===== src/hdl/suis_pkg.sv =====
// Shared types and constants for the sorted unique index set.
package suis_pkg;

   // Default number of entries in the value store
   localparam int CAPACITY_DEF = 32;

   // Fixed field widths of the item and result channels
   localparam int VALUE_W = 31;
   localparam int POS_W   = 5;
   localparam int DCNT_W  = 6;

   // Sequencer states
   typedef enum logic [2:0] {
      S_LOAD,
      S_SCAN,
      S_EMIT_RD,
      S_EMIT_LD,
      S_EMIT_WAIT
   } state_type;

endpackage


===== src/hdl/suis_if.sv =====
// Channel interfaces: input item channel and result channel.
interface suis_req_if;
   logic                         valid;
   logic                         ready;
   logic [suis_pkg::VALUE_W-1:0] value;
   logic                         set_end;

   modport source (output valid, output value, output set_end, input ready);
   modport sink   (input valid, input value, input set_end, output ready);
endinterface

interface suis_rsp_if;
   logic                         valid;
   logic                         ready;
   logic [suis_pkg::VALUE_W-1:0] value_res;
   logic [suis_pkg::POS_W-1:0]   position;
   logic [suis_pkg::DCNT_W-1:0]  distinct_count;
   logic                         run_last;
   logic                         overflowed;

   modport source (output valid, output value_res, output position,
                   output distinct_count, output run_last, output overflowed,
                   input ready);
   modport sink   (input valid, input value_res, input position,
                   input distinct_count, input run_last, input overflowed,
                   output ready);
endinterface


===== src/hdl/suis_ram.sv =====
// Simple dual-port RAM: one write port, one read port with registered data.
module suis_ram #(
   parameter int DEPTH = suis_pkg::CAPACITY_DEF,
   parameter int WIDTH = suis_pkg::VALUE_W
) (
   input  logic                     clock,
   input  logic                     wr_en,
   input  logic [$clog2(DEPTH)-1:0] wr_addr,
   input  logic [WIDTH-1:0]         wr_data,
   input  logic                     rd_en,
   input  logic [$clog2(DEPTH)-1:0] rd_addr,
   output logic [WIDTH-1:0]         rd_data
);

   logic [WIDTH-1:0] mem [DEPTH];
   logic [WIDTH-1:0] rd_data_ff;

   // Write port
   always_ff @(posedge clock) begin
      if (wr_en) begin
         mem[wr_addr] <= wr_data;
      end
   end

   // Read port with registered data
   always_ff @(posedge clock) begin
      if (rd_en) begin
         rd_data_ff <= mem[rd_addr];
      end
   end

   assign rd_data = rd_data_ff;

endmodule


===== src/hdl/suis_seq.sv =====
// Sequencer: loads items into the store, finds distinct values in ascending
// order by repeated scans, and emits them from the distinct-value memory.
module suis_seq #(
   parameter int CAPACITY = suis_pkg::CAPACITY_DEF
) (
   input  logic                                 clock,
   input  logic                                 reset,
   suis_req_if.sink                             req_ch,
   suis_rsp_if.source                           rsp_ch,
   // entry store ports
   output logic                                 ent_wr_en,
   output logic [$clog2(CAPACITY)-1:0]          ent_wr_addr,
   output logic [suis_pkg::VALUE_W-1:0]         ent_wr_data,
   output logic                                 ent_rd_en,
   output logic [$clog2(CAPACITY)-1:0]          ent_rd_addr,
   input  logic [suis_pkg::VALUE_W-1:0]         ent_rd_data,
   // distinct-value memory ports
   output logic                                 dst_wr_en,
   output logic [$clog2(CAPACITY)-1:0]          dst_wr_addr,
   output logic [suis_pkg::VALUE_W-1:0]         dst_wr_data,
   output logic                                 dst_rd_en,
   output logic [$clog2(CAPACITY)-1:0]          dst_rd_addr,
   input  logic [suis_pkg::VALUE_W-1:0]         dst_rd_data,
   output suis_pkg::state_type                  state
);

   localparam int AW = $clog2(CAPACITY);
   localparam int CW = $clog2(CAPACITY + 1);
   localparam int VW = suis_pkg::VALUE_W;

   suis_pkg::state_type state_ff, state_in;

   logic [CW-1:0] count_ff,  count_in;    // entries stored
   logic          ovf_ff,    ovf_in;      // a value was dropped
   logic [CW-1:0] rd_idx_ff, rd_idx_in;   // scan read index
   logic          rd_vld_ff, rd_vld_in;   // read data arrives this cycle
   logic          rd_last_ff, rd_last_in; // arriving data ends the pass
   logic [VW-1:0] best_ff,   best_in;     // smallest candidate so far
   logic          best_vld_ff, best_vld_in;
   logic [VW-1:0] prev_ff,   prev_in;     // last distinct value found
   logic          prev_vld_ff, prev_vld_in;
   logic [CW-1:0] dcnt_ff,   dcnt_in;     // distinct values found
   logic [CW-1:0] emit_ff,   emit_in;     // emission index
   logic          rsp_vld_ff, rsp_vld_in;
   logic [VW-1:0] val_ff,    val_in;
   logic [suis_pkg::POS_W-1:0] pos_ff, pos_in;
   logic          last_ff,   last_in;

   logic          qual;
   logic          take;
   logic [VW-1:0] nbest;
   logic          nbest_vld;
   logic [CW-1:0] emit_nx;

   // Control registers
   always_ff @(posedge clock) begin
      if (reset) begin
         state_ff    <= suis_pkg::S_LOAD;
         count_ff    <= '0;
         ovf_ff      <= 1'b0;
         rd_vld_ff   <= 1'b0;
         rsp_vld_ff  <= 1'b0;
      end else begin
         state_ff    <= state_in;
         count_ff    <= count_in;
         ovf_ff      <= ovf_in;
         rd_vld_ff   <= rd_vld_in;
         rsp_vld_ff  <= rsp_vld_in;
      end
   end

   // Datapath registers
   always_ff @(posedge clock) begin
      rd_idx_ff   <= rd_idx_in;
      rd_last_ff  <= rd_last_in;
      best_ff     <= best_in;
      best_vld_ff <= best_vld_in;
      prev_ff     <= prev_in;
      prev_vld_ff <= prev_vld_in;
      dcnt_ff     <= dcnt_in;
      emit_ff     <= emit_in;
      val_ff      <= val_in;
      pos_ff      <= pos_in;
      last_ff     <= last_in;
   end

   assign emit_nx = emit_ff + CW'(1);

   // Candidate compare for the scan pass: smallest value above the previous one
   assign qual      = !prev_vld_ff || (ent_rd_data > prev_ff);
   assign take      = qual && (!best_vld_ff || (ent_rd_data < best_ff));
   assign nbest     = take ? ent_rd_data : best_ff;
   assign nbest_vld = best_vld_ff || take;

   // Next state and memory control
   always_comb begin
      state_in    = state_ff;
      count_in    = count_ff;
      ovf_in      = ovf_ff;
      rd_idx_in   = rd_idx_ff;
      rd_vld_in   = 1'b0;
      rd_last_in  = rd_last_ff;
      best_in     = best_ff;
      best_vld_in = best_vld_ff;
      prev_in     = prev_ff;
      prev_vld_in = prev_vld_ff;
      dcnt_in     = dcnt_ff;
      emit_in     = emit_ff;
      rsp_vld_in  = rsp_vld_ff;
      val_in      = val_ff;
      pos_in      = pos_ff;
      last_in     = last_ff;

      req_ch.ready = 1'b0;
      ent_wr_en    = 1'b0;
      ent_wr_addr  = count_ff[AW-1:0];
      ent_wr_data  = req_ch.value;
      ent_rd_en    = 1'b0;
      ent_rd_addr  = rd_idx_ff[AW-1:0];
      dst_wr_en    = 1'b0;
      dst_wr_addr  = dcnt_ff[AW-1:0];
      dst_wr_data  = nbest;
      dst_rd_en    = 1'b0;
      dst_rd_addr  = emit_ff[AW-1:0];

      case (state_ff)
         // Store items one per cycle; drop and flag once full
         suis_pkg::S_LOAD: begin
            req_ch.ready = 1'b1;
            if (req_ch.valid) begin
               if (count_ff != CW'(CAPACITY)) begin
                  ent_wr_en = 1'b1;
                  count_in  = count_ff + CW'(1);
               end else begin
                  ovf_in = 1'b1;
               end
               if (req_ch.set_end) begin
                  state_in    = suis_pkg::S_SCAN;
                  rd_idx_in   = '0;
                  best_vld_in = 1'b0;
                  prev_vld_in = 1'b0;
                  dcnt_in     = '0;
               end
            end
         end

         // One pass over the store per distinct value, plus a final pass that finds none
         suis_pkg::S_SCAN: begin
            if (rd_idx_ff < count_ff) begin
               ent_rd_en  = 1'b1;
               rd_idx_in  = rd_idx_ff + CW'(1);
               rd_vld_in  = 1'b1;
               rd_last_in = (rd_idx_ff + CW'(1)) == count_ff;
            end
            if (rd_vld_ff) begin
               best_in     = nbest;
               best_vld_in = nbest_vld;
               if (rd_last_ff) begin
                  if (nbest_vld) begin
                     dst_wr_en   = 1'b1;
                     dcnt_in     = dcnt_ff + CW'(1);
                     prev_in     = nbest;
                     prev_vld_in = 1'b1;
                     best_vld_in = 1'b0;
                     rd_idx_in   = '0;
                  end else begin
                     state_in = suis_pkg::S_EMIT_RD;
                     emit_in  = '0;
                  end
               end
            end
         end

         // Fetch first distinct value
         suis_pkg::S_EMIT_RD: begin
            dst_rd_en = 1'b1;
            state_in  = suis_pkg::S_EMIT_LD;
         end

         // Load the output register
         suis_pkg::S_EMIT_LD: begin
            rsp_vld_in = 1'b1;
            val_in     = dst_rd_data;
            pos_in     = suis_pkg::POS_W'(emit_ff);
            last_in    = emit_nx == dcnt_ff;
            state_in   = suis_pkg::S_EMIT_WAIT;
         end

         // Hold result until taken; prefetch the next one on acceptance
         suis_pkg::S_EMIT_WAIT: begin
            if (rsp_ch.ready) begin
               rsp_vld_in = 1'b0;
               if (last_ff) begin
                  state_in = suis_pkg::S_LOAD;
                  count_in = '0;
                  ovf_in   = 1'b0;
               end else begin
                  emit_in     = emit_nx;
                  dst_rd_en   = 1'b1;
                  dst_rd_addr = emit_nx[AW-1:0];
                  state_in    = suis_pkg::S_EMIT_LD;
               end
            end
         end

         default: begin
            state_in = suis_pkg::S_LOAD;
         end
      endcase
   end

   // Result channel
   assign rsp_ch.valid          = rsp_vld_ff;
   assign rsp_ch.value_res      = val_ff;
   assign rsp_ch.position       = pos_ff;
   assign rsp_ch.distinct_count = suis_pkg::DCNT_W'(dcnt_ff);
   assign rsp_ch.run_last       = last_ff;
   assign rsp_ch.overflowed     = ovf_ff;

   assign state = state_ff;

endmodule


===== src/hdl/sorted_unique_index_set.sv =====
// Top level of the sorted unique index set: store, distinct memory, sequencer.
//
//   channel  dir  handshake      payload
//   req_ch   in   valid/ready    value[30:0], set_end
//   rsp_ch   out  valid/ready    value_res[30:0], position[4:0],
//                                distinct_count[5:0], run_last, overflowed
//
// Items are taken one per cycle while a set is loading. After the set_end item
// the sequencer scans the entry store once per distinct value plus one final
// pass, through the single read port of the entry store. Results then leave
// one at a time, each read from the distinct memory and then loaded into the
// output register; the next is read only when the last is taken. req_ch is
// not ready from set_end until the last result is taken. Reset is synchronous
// and clears the sequencer; memory contents are left as they are.
module sorted_unique_index_set #(
   parameter int CAPACITY = suis_pkg::CAPACITY_DEF
) (
   input  logic        clock,
   input  logic        reset,
   suis_req_if.sink    req_ch,
   suis_rsp_if.source  rsp_ch
);

   localparam int AW = $clog2(CAPACITY);

   logic                         ent_wr_en;
   logic [AW-1:0]                ent_wr_addr;
   logic [suis_pkg::VALUE_W-1:0] ent_wr_data;
   logic                         ent_rd_en;
   logic [AW-1:0]                ent_rd_addr;
   logic [suis_pkg::VALUE_W-1:0] ent_rd_data;
   logic                         dst_wr_en;
   logic [AW-1:0]                dst_wr_addr;
   logic [suis_pkg::VALUE_W-1:0] dst_wr_data;
   logic                         dst_rd_en;
   logic [AW-1:0]                dst_rd_addr;
   logic [suis_pkg::VALUE_W-1:0] dst_rd_data;
   suis_pkg::state_type          state;

   // Entry store: written while loading, read while scanning
   suis_ram #(
      .DEPTH (CAPACITY),
      .WIDTH (suis_pkg::VALUE_W)
   ) u_entry_ram (
      .clock   (clock),
      .wr_en   (ent_wr_en),
      .wr_addr (ent_wr_addr),
      .wr_data (ent_wr_data),
      .rd_en   (ent_rd_en),
      .rd_addr (ent_rd_addr),
      .rd_data (ent_rd_data)
   );

   // Distinct values in ascending order: written while scanning, read while emitting
   suis_ram #(
      .DEPTH (CAPACITY),
      .WIDTH (suis_pkg::VALUE_W)
   ) u_distinct_ram (
      .clock   (clock),
      .wr_en   (dst_wr_en),
      .wr_addr (dst_wr_addr),
      .wr_data (dst_wr_data),
      .rd_en   (dst_rd_en),
      .rd_addr (dst_rd_addr),
      .rd_data (dst_rd_data)
   );

   suis_seq #(
      .CAPACITY (CAPACITY)
   ) u_seq (
      .clock       (clock),
      .reset       (reset),
      .req_ch      (req_ch),
      .rsp_ch      (rsp_ch),
      .ent_wr_en   (ent_wr_en),
      .ent_wr_addr (ent_wr_addr),
      .ent_wr_data (ent_wr_data),
      .ent_rd_en   (ent_rd_en),
      .ent_rd_addr (ent_rd_addr),
      .ent_rd_data (ent_rd_data),
      .dst_wr_en   (dst_wr_en),
      .dst_wr_addr (dst_wr_addr),
      .dst_wr_data (dst_wr_data),
      .dst_rd_en   (dst_rd_en),
      .dst_rd_addr (dst_rd_addr),
      .dst_rd_data (dst_rd_data),
      .state       (state)
   );

   // Loading and emitting never overlap
   a_no_load_while_emit: assert property (@(posedge clock) disable iff (reset)
      req_ch.ready |-> !rsp_ch.valid)
      else $error("input ready while a result is pending");

   // A set_end item stops loading
   a_set_end_stops: assert property (@(posedge clock) disable iff (reset)
      req_ch.valid && req_ch.ready && req_ch.set_end |=> !req_ch.ready)
      else $error("still loading after set_end");

   // Last result sits at the top position
   a_last_position: assert property (@(posedge clock) disable iff (reset)
      rsp_ch.valid && rsp_ch.run_last && (CAPACITY <= 32) |->
         (suis_pkg::DCNT_W'(rsp_ch.position) + suis_pkg::DCNT_W'(1))
            == rsp_ch.distinct_count)
      else $error("last result position does not match distinct count");

   // Taking the last result returns to loading
   a_back_to_load: assert property (@(posedge clock) disable iff (reset)
      rsp_ch.valid && rsp_ch.ready && rsp_ch.run_last |=>
         state == suis_pkg::S_LOAD)
      else $error("sequencer did not return to loading");

endmodule

===== src/flat_wrapper.sv =====
// flat-port wrapper written by rule: the top's interface ports become plain ports
module sorted_unique_index_set_flat 
#(
   parameter int CAPACITY = suis_pkg::CAPACITY_DEF
)
  (clock, reset, req_ch_valid, req_ch_value, req_ch_set_end, req_ch_ready, rsp_ch_valid, rsp_ch_value_res, rsp_ch_position, rsp_ch_distinct_count, rsp_ch_run_last, rsp_ch_overflowed, rsp_ch_ready);
  suis_req_if req_ch_i ();
  suis_rsp_if rsp_ch_i ();
  input  logic clock;
  input  logic reset;
  input wire logic [$bits(req_ch_i.valid)-1:0] req_ch_valid;
  input wire logic [$bits(req_ch_i.value)-1:0] req_ch_value;
  input wire logic [$bits(req_ch_i.set_end)-1:0] req_ch_set_end;
  output wire logic [$bits(req_ch_i.ready)-1:0] req_ch_ready;
  output wire logic [$bits(rsp_ch_i.valid)-1:0] rsp_ch_valid;
  output wire logic [$bits(rsp_ch_i.value_res)-1:0] rsp_ch_value_res;
  output wire logic [$bits(rsp_ch_i.position)-1:0] rsp_ch_position;
  output wire logic [$bits(rsp_ch_i.distinct_count)-1:0] rsp_ch_distinct_count;
  output wire logic [$bits(rsp_ch_i.run_last)-1:0] rsp_ch_run_last;
  output wire logic [$bits(rsp_ch_i.overflowed)-1:0] rsp_ch_overflowed;
  input wire logic [$bits(rsp_ch_i.ready)-1:0] rsp_ch_ready;
  assign req_ch_i.valid = req_ch_valid;
  assign req_ch_i.value = req_ch_value;
  assign req_ch_i.set_end = req_ch_set_end;
  assign req_ch_ready = req_ch_i.ready;
  assign rsp_ch_valid = rsp_ch_i.valid;
  assign rsp_ch_value_res = rsp_ch_i.value_res;
  assign rsp_ch_position = rsp_ch_i.position;
  assign rsp_ch_distinct_count = rsp_ch_i.distinct_count;
  assign rsp_ch_run_last = rsp_ch_i.run_last;
  assign rsp_ch_overflowed = rsp_ch_i.overflowed;
  assign rsp_ch_i.ready = rsp_ch_ready;
  sorted_unique_index_set #(.CAPACITY(CAPACITY)) u_core (.clock(clock), .reset(reset), .req_ch(req_ch_i), .rsp_ch(rsp_ch_i));
endmodule

===== config.mk =====
export PLATFORM = sky130hd
export DESIGN_NAME = sorted_unique_index_set_flat
export DESIGN_NICKNAME = d
export VERILOG_FILES = /design/src/hdl/suis_pkg.sv /design/src/hdl/suis_if.sv /design/src/hdl/suis_ram.sv /design/src/hdl/suis_seq.sv /design/src/hdl/sorted_unique_index_set.sv /design/src/flat_wrapper.sv
export SDC_FILE = /design/constraint.sdc
export NUM_CORES = 2
export LEC_CHECK = 0
export BUFFER_PORTS_ARGS = -buffer_cell sky130_fd_sc_hd__buf_4
export CAP_MARGIN = 0
export CORE_ASPECT_RATIO = 1.2
export CORE_MARGIN = 2
export CORE_UTILIZATION = 56
export CTS_CLUSTER_SIZE = 14
export DETAILED_ROUTE_END_ITERATION = 8
export PLACE_DENSITY = 0.78
export REMOVE_ABC_BUFFERS = 1
export SLEW_MARGIN = 20
export SYNTH_ARGS = -nofsm -noshare
export SYNTH_HDL_FRONTEND = slang
export SYNTH_SLANG_ARGS = --single-unit

===== constraint.sdc =====
create_clock -name clock -period 4.7 [get_ports clock]
set_clock_uncertainty 0.1 [all_clocks]
set_input_delay 0 -clock clock [delete_from_list [all_inputs] [get_ports clock]]
set_output_delay 0 -clock clock [all_outputs]
set_load 0.1 [all_outputs]

Yosys cells after proc, flatten, opt, wreduce, memory -nomap -nowiden
Memory sizes are Yosys's and may differ from the RTL's. A register that Yosys moved wholly into a read port is not among the register bits.
Cells that the tools add are included.
W data, S select, Z words.
{"block": "word_totals", "regBits": 132, "latchBits": 0, "ram_bits": 1984, "mem_bits_ro": 0, "in_bits": 36, "word_cells": 132, "mem_count": 2}
{"block": "classes", "add_sub_neg": 4, "n_mul": 0, "div": 0, "n_lt_le_gt_ge": 3, "eq_ne": 18, "shift": 0, "n_mux": 67, "bitwise_logic": 0, "reduce_logical": 22}
{"memory": "u_core.u_distinct_ram.mem", "words": 32, "width": 31, "rd": 1, "rd_ports_with_merged_regs": 1, "write_ports": 1, "line_no": "suis_ram.sv:15", "rtl": "logic [WIDTH-1:0] mem [DEPTH];"}
{"memory": "u_core.u_entry_ram.mem", "words": 32, "width": 31, "rd": 1, "rd_ports_with_merged_regs": 1, "write_ports": 1, "line_no": "suis_ram.sv:15"}
{"op": "$mux W6", "n": 18}
{"op": "$pmux W6 S2", "n": 4}
{"op": "$gt A31 B31 Y1", "n": 1}
{"op": "$lt A31 B31 Y1", "n": 1}
{"op": "$mux W31", "n": 1}
{"op": "$mux W1", "n": 28}
{"op": "$add A6 B1 Y6 const B", "n": 4}
{"op": "$ne A2 B2 Y1 const B", "n": 11}
{"op": "$mux W3", "n": 6}
{"op": "$reduce_and A6 Y1", "n": 3}
{"op": "$mux W5", "n": 3}
{"op": "$pmux W3 S5", "n": 1}
{"op": "$eq A6 B6 Y1", "n": 2}
{"op": "$pmux W1 S2", "n": 5}
{"op": "$reduce_and A5 Y1", "n": 2}
{"op": "$reduce_and A4 Y1", "n": 2}
{"op": "$reduce_bool A2 Y1", "n": 4}
{"op": "$eq A3 B2 Y1 const B", "n": 2}
{"op": "$lt A6 B6 Y1", "n": 1}
{"op": "$ne A6 B6 Y1 const B", "n": 1}
{"op": "$reduce_and A2 Y1", "n": 3}
{"op": "$eq A3 B1 Y1 const B", "n": 1}
{"op": "$eq A3 B3 Y1 const B", "n": 1}
{"op": "$logic_not A3 Y1", "n": 1}
{"op": "other kinds (5)", "n": 8}

Longest topological paths before layout
{"block": "depth", "ltp_word": 10, "depth_mapped": 12, "depth_no_buf": 9}

By module
From an unflattened synthesis, not the netlist that was laid out.
{"block": "hier_totals", "cells_unflattened": 5003, "hier_area_um2": 86397.9}
{"module": "suis_ram", "n_inst": 2, "cells_per_inst": 2192, "area_each_um2": 39474.1, "seq_area_each_um2": 30719.5}
{"module": "suis_seq", "n_inst": 1, "cells_per_inst": 619, "area_each_um2": 7449.6, "seq_area_each_um2": 3843.7}

Least setup slack after synthesis
No wires, ideal clock.
{"block": "synth_timing", "path_type": "register -> register", "from": "reg u_core.u_seq.state_ff[2] (netlist: u_core.u_seq.state[2])", "to": "mem u_core.u_entry_ram.mem[23][0] (netlist name), enable pin", "setup_time_ns": 0.419, "t_arrival_ns": 4.729, "slack_ns": -0.548, "stages_incl_launch_ff": 6, "path_buffers": 1, "synth_period_minus_slack_ns": 5.248, "path_cell_list": "dfxtp_1 > clkbuf_1 > nor3_1 > and3_1 > nand2_1 > nor2_1"}
{"block": "synth_via", "elab_chain_cells": 4}
{"element": "from (decl)", "line_no": "suis_seq.sv:31", "rtl": "suis_pkg::state_type state_ff, state_in;"}
{"element": "from (signal assigned)", "line_no": "suis_seq.sv:58", "rtl": "state_ff <= suis_pkg::S_LOAD;"}
{"element": "from (signal assigned)", "line_no": "suis_seq.sv:64", "rtl": "state_ff <= state_in;"}
{"element": "$logic_not A3 Y1", "line_no": "suis_seq.sv:126", "rtl": "case (state_ff)"}
{"element": "$mux W1", "line_no": "suis_seq.sv:126"}
{"element": "$mux W1", "line_no": "suis_ram.sv:20", "rtl": "if (wr_en) begin"}
{"element": "$mux W1 (not written as such)", "line_no": "suis_ram.sv:21", "rtl": "mem[wr_addr] <= wr_data;"}
{"element": "to (decl)", "line_no": "suis_ram.sv:15"}
Every way passes these cells.

Worst setup path in the final report
{"block": "layout_timing", "from": "reg u_core.u_entry_ram.rd_data_ff[26] (netlist: u_core.u_entry_ram.rd_data[26]), read port of u_core.u_entry_ram.mem", "to": "mem u_core.u_distinct_ram.mem[13][16] (netlist name) (data pin)"}
{"block": "layout_via", "elab_chain_cells": 4}
{"element": "from (decl)", "line_no": "suis_ram.sv:16", "rtl": "logic [WIDTH-1:0] rd_data_ff;"}
{"element": "$gt A31 B31 Y1 / $lt A31 B31 Y1 (equally long branches)", "line_no": "suis_seq.sv:90, suis_seq.sv:91"}
{"element": "$logic_or A1 B1 Y1 (on tied branches)", "line_no": "suis_seq.sv:90, suis_seq.sv:91"}
{"element": "$logic_and A1 B1 Y1 (*)", "line_no": "suis_seq.sv:91", "rtl": "assign take = qual && (!best_vld_ff || (ent_rd_data < best_ff));"}
{"element": "$mux W31 (*)", "line_no": "suis_seq.sv:92", "rtl": "assign nbest = take ? ent_rd_data : best_ff;"}
{"element": "net u_core.dst_wr_data (one bit)", "line_no": "sorted_unique_index_set.sv:34", "rtl": "logic [suis_pkg::VALUE_W-1:0] dst_wr_data;"}
{"element": "to (decl)", "line_no": "suis_ram.sv:15"}
Mark *: on every way through the listed nets, which the timed path passes. The rest lies on a longest branch.

==> results.md <==
Floorplan:
- The floorplan step defined a die boundary enclosing 0.1549 mm^2.
- The standard-cell row count is 156.
- The die height is 430.8 um.
- In this run the standard cell core region covers 0.1507 mm^2.
- From left edge to right edge, the die measures 359.6 um.
- The I/O pin total is 82.
- The initial utilization of the core area, before any placement, comes to 0.5641.

Worst setup path:
- The first element of the critical path is u_core.u_entry_ram.rd_data[26].
- The worst setup path endpoint is u_core.u_distinct_ram.mem[13][16].
- In this run the critical register-to-register path is captured at u_core.u_distinct_ram.mem[13][16].
- The depth of the worst register-to-register path is 8.
- The startpoint kind of the worst setup timing path is a flop.
- The critical path is of the flop to flop type.
- Along the worst path, the maximum fanout reaches 34.
- The critical path capture point type is a flop.
- The critical path data arrival time is 4560 ps.
- The endpoint required time on the critical path is 5100 ps.
- The worst register-to-register path begins at u_core.u_entry_ram.rd_data[26].
- The worst reg-to-reg setup slack is 540 ps.

Clock tree:
- The clock slew at the register clock pins of the worst setup and hold paths is 60 ps.
- The TritonCTS clock tree is done.
- In this run the number of H-tree levels came out at 4.
- The clock latency reported for the late side of the worst-skew pair is 840 ps.
- In this run, post-CTS hold repair placed 57 buffers.
- Post-CTS timing repair inserted 0 buffers for setup.
- The largest buffer count on any clock path is 3.
- The tree built by TritonCTS fans out to 2178 sinks.
- The cell sitting at the root of the clock tree is a sky130_fd_sc_hd__clkbuf_16.
- The TritonCTS buffer count is 199.
- Post-CTS repair changed the size of 0 cells.

Layout:
- The final antenna diode count is 0.
- Relative to the synthesized area, the layout overhead comes to 12.25%.
- The top cell types in the final layout, fill and taps aside, are sky130_fd_sc_hd__edfxtp_1, sky130_fd_sc_hd__nand2_1, sky130_fd_sc_hd__mux4_2.
- The final-stage net count is 5158.
- The most common cell after layout, fill and taps aside is sky130_fd_sc_hd__edfxtp_1.
- The proportion of layout cells with a drive suffix above 1 is 0.1825.
- The core utilization of the finished layout is 0.6332.

Timing:
- The portion of the clock cycle consumed by the worst path in the final layout is 0.8855.
- The count of final max-slew check failures is 0.
- The headroom to the max-slew limit is 0.2673.
- The final period demand of the worst path is 4162 ps.
- Setup repair after global routing left no endpoint under its margin.
- Setup violations remaining at the end of the flow were counted as 0.
- The hold violation count in the final report is 0.
- The maximum clock rate is 0.2403 GHz.
- The measured slew at the worst slew-check pin is 1096 ps.

Yosys:
- After synthesis the cells add up to 0.08500 mm^2.
- The share of synthesized flip-flops with an asynchronous set or reset is 0.
- Dividing the synthesized area by the synthesized cell count gives 17.51 um^2.
- Yosys mapped a number of flops with a built-in enable equal to 2166.
- The number of instances in the synthesized netlist is 4855.
- Counting distinct cell types in the post-synthesis netlist gives 56.
- The number of warnings printed during yosys synthesis is 0.
- The sequential-to-total area share from yosys stat is 0.7681.
- The most used flip-flop cell after synthesis is sky130_fd_sc_hd__edfxtp_1.
- Synthesis inferred 2178 register bits.

Run status:
- The run finished with clean final reports.

Power and ir drop:
- The power density of the placed cells is 479.9 mW/mm^2.
- In this run the static leakage power is 31.09 nW.
- The worst-case IR drop observed on VDD is 0.4600 mV.
- Total power for the finished layout comes to 45.79 mW.

Placement:
- Input and output buffers added on the ports amount to 81.
- The estimated wirelength of the detail-placed design is 118800 um.
- The placer's final routability congestion estimate is 0.8715.

GRT:
- The initial antenna violation count is 6.
- The first global-routing pass estimated 308100 um of wire.
- For this run the aggregate overflow at the end of global routing stands at 0.
- For this run, the total global-route usage over all layers was measured as 0.2704.
- The maximum number of pins on one net before global-route repair is 125.
- The number of global-route vias before repair is 46890.

Routing:
- The remaining routing DRC violations is 0.
- The pre-antenna-repair detailed-routing pass consisted of 6 iterations.
- The average via count per standard cell is 6.501.
- The mean routed wirelength per cell is 29.21 um.
- The aggregate routed wire length is 209800 um.
- The number of routed nets with antenna violations is 0.
- The first routing iteration left 6192 violations.
- The count of vias placed by the detailed router is 46680.

Job:
- Max-cap violations in this run came to 0.

Min path:
- The number of cells traversed by the worst hold path is 2.
- The worst min-delay path category is input pin to flop.
## worst max-delay path: stages (launching register included)
cell and delay [ps]:
sky130_fd_sc_hd__edfxtp_1 420, sky130_fd_sc_hd__ha_1 340, sky130_fd_sc_hd__nand4_1 260, sky130_fd_sc_hd__nor4_1 580, sky130_fd_sc_hd__o21ai_0 270, sky130_fd_sc_hd__a32o_1 300, sky130_fd_sc_hd__a211o_1 430, sky130_fd_sc_hd__buf_12 240
sky130_fd_sc_hd__mux2_2 810
## synth_stat cells (75+ instances only)
cell                       number  share of area
sky130_fd_sc_hd__edfxtp_1    2166           0.77
sky130_fd_sc_hd__nand2_1      776          0.034
sky130_fd_sc_hd__mux4_2       310          0.082
sky130_fd_sc_hd__nand3_1      270          0.016
sky130_fd_sc_hd__nand4_1      171          0.013
sky130_fd_sc_hd__and3_1       166          0.012
sky130_fd_sc_hd__clkbuf_1     143         0.0063
sky130_fd_sc_hd__a31oi_1      129         0.0095
sky130_fd_sc_hd__a211oi_1     127          0.011
sky130_fd_sc_hd__buf_2        107         0.0063
sky130_fd_sc_hd__ha_1          77          0.011
sky130_fd_sc_hd__inv_1         75         0.0033
## worst min path at each step
stage                startpoint  slack [ps]                             end
5_1_grt         req_ch_value[2]          40    u_core.u_entry_ram.mem[0][2]
2_1_floorplan             reset         -30       u_core.u_seq.rsp_ch.valid
6_report        req_ch_value[2]          50   u_core.u_entry_ram.mem[16][2]
3_5_place_dp              reset         140       u_core.u_seq.rsp_ch.valid
4_1_cts        req_ch_value[17]           4  u_core.u_entry_ram.mem[23][17]
3_3_place_gp              reset         140       u_core.u_seq.rsp_ch.valid
## metrics by stage
step                hold WS [ps]  setup WS (ps)  area, um^2   TNS, ps  std cells
global placement           135.2          789.5       88540         0       6762
finish                     47.68          538.2       95410         0       7181
detailed placement         137.4          735.8       88540         0       6762
CTS                        3.648          603.2       95410         0       7181
floorplan                 -30.93          -7193       83780  -1508760       4573
global route               38.83          295.3       95410         0       7181
## power breakdown
part | internal (mW) | leakage [nW] | switching [mW] | total [mW]
Clock | 8.77 | 3.07 | 7.03 | 15.8
Combinational | 2.81 | 8.42 | 4.44 | 7.24
Sequential | 22.5 | 19.6 | 0.219 | 22.8
Total | 34.1 | 31.1 | 11.7 | 45.8
## area by class of cell
| class | count | area, um^2 |
|---|---|---|
| Timing Repair Buffer | 271 | 2477 |
| Fill cell | 9971 | 55270 |
| Clock buffer | 249 | 5220 |
| Clock inverter | 113 | 1087 |
| Multi-Input combinational cell | 2319 | 18590 |
| Sequential cell | 2178 | 65280 |
| Tap cell | 1975 | 2471 |
| Inverter | 76 | 285.3 |
## flip-flops by register name (all words and copies together) (netlist names), 3 cells and up
signal / count
u_core.u_entry_ram.mem: 992
u_core.u_distinct_ram.rd_data: 31
u_core.u_entry_ram.rd_data: 31
u_core.u_seq.rsp_ch.position: 5
u_core.u_seq.prev_ff: 31
u_core.u_seq.rsp_ch.distinct_count: 6
u_core.u_seq.count_ff: 6
u_core.u_seq.best_ff: 31
u_core.u_seq.emit_ff: 6
u_core.u_seq.rsp_ch.value_res: 31
u_core.u_seq.rd_idx_ff: 6
u_core.u_distinct_ram.mem: 992
u_core.u_seq.state: 3
## metal layers
metal | global-route usage | up-vias | wire [um]
met3 | 0.04688 | 463 | 19150
met2 | 0.4629 | 2945 | 107500
met1 | 0.3479 | 23730 | 75040
met4 | 0.1042 | 10 | 7998
met5 | 0 | - | 67
li1 | - | 19540 | -
## logic make-up (layout without fill, tap and decap cells)
group / after synthesis / after routing / synth area share
DFF: 2178 / 2178 / 0.7681
and+or+nand+nor: 1501 / 1501 / 0.08186
muxes: 376 / 376 / 0.09112
buffers and inverters: 358 / 709 / 0.01774
AOI/OAI and AO/OA: 331 / 331 / 0.02639
adders and majority gates: 77 / 77 / 0.01133
xor gates and xnor gates: 34 / 34 / 0.003504
Note: power is estimated with default switching activity, not from simulation.
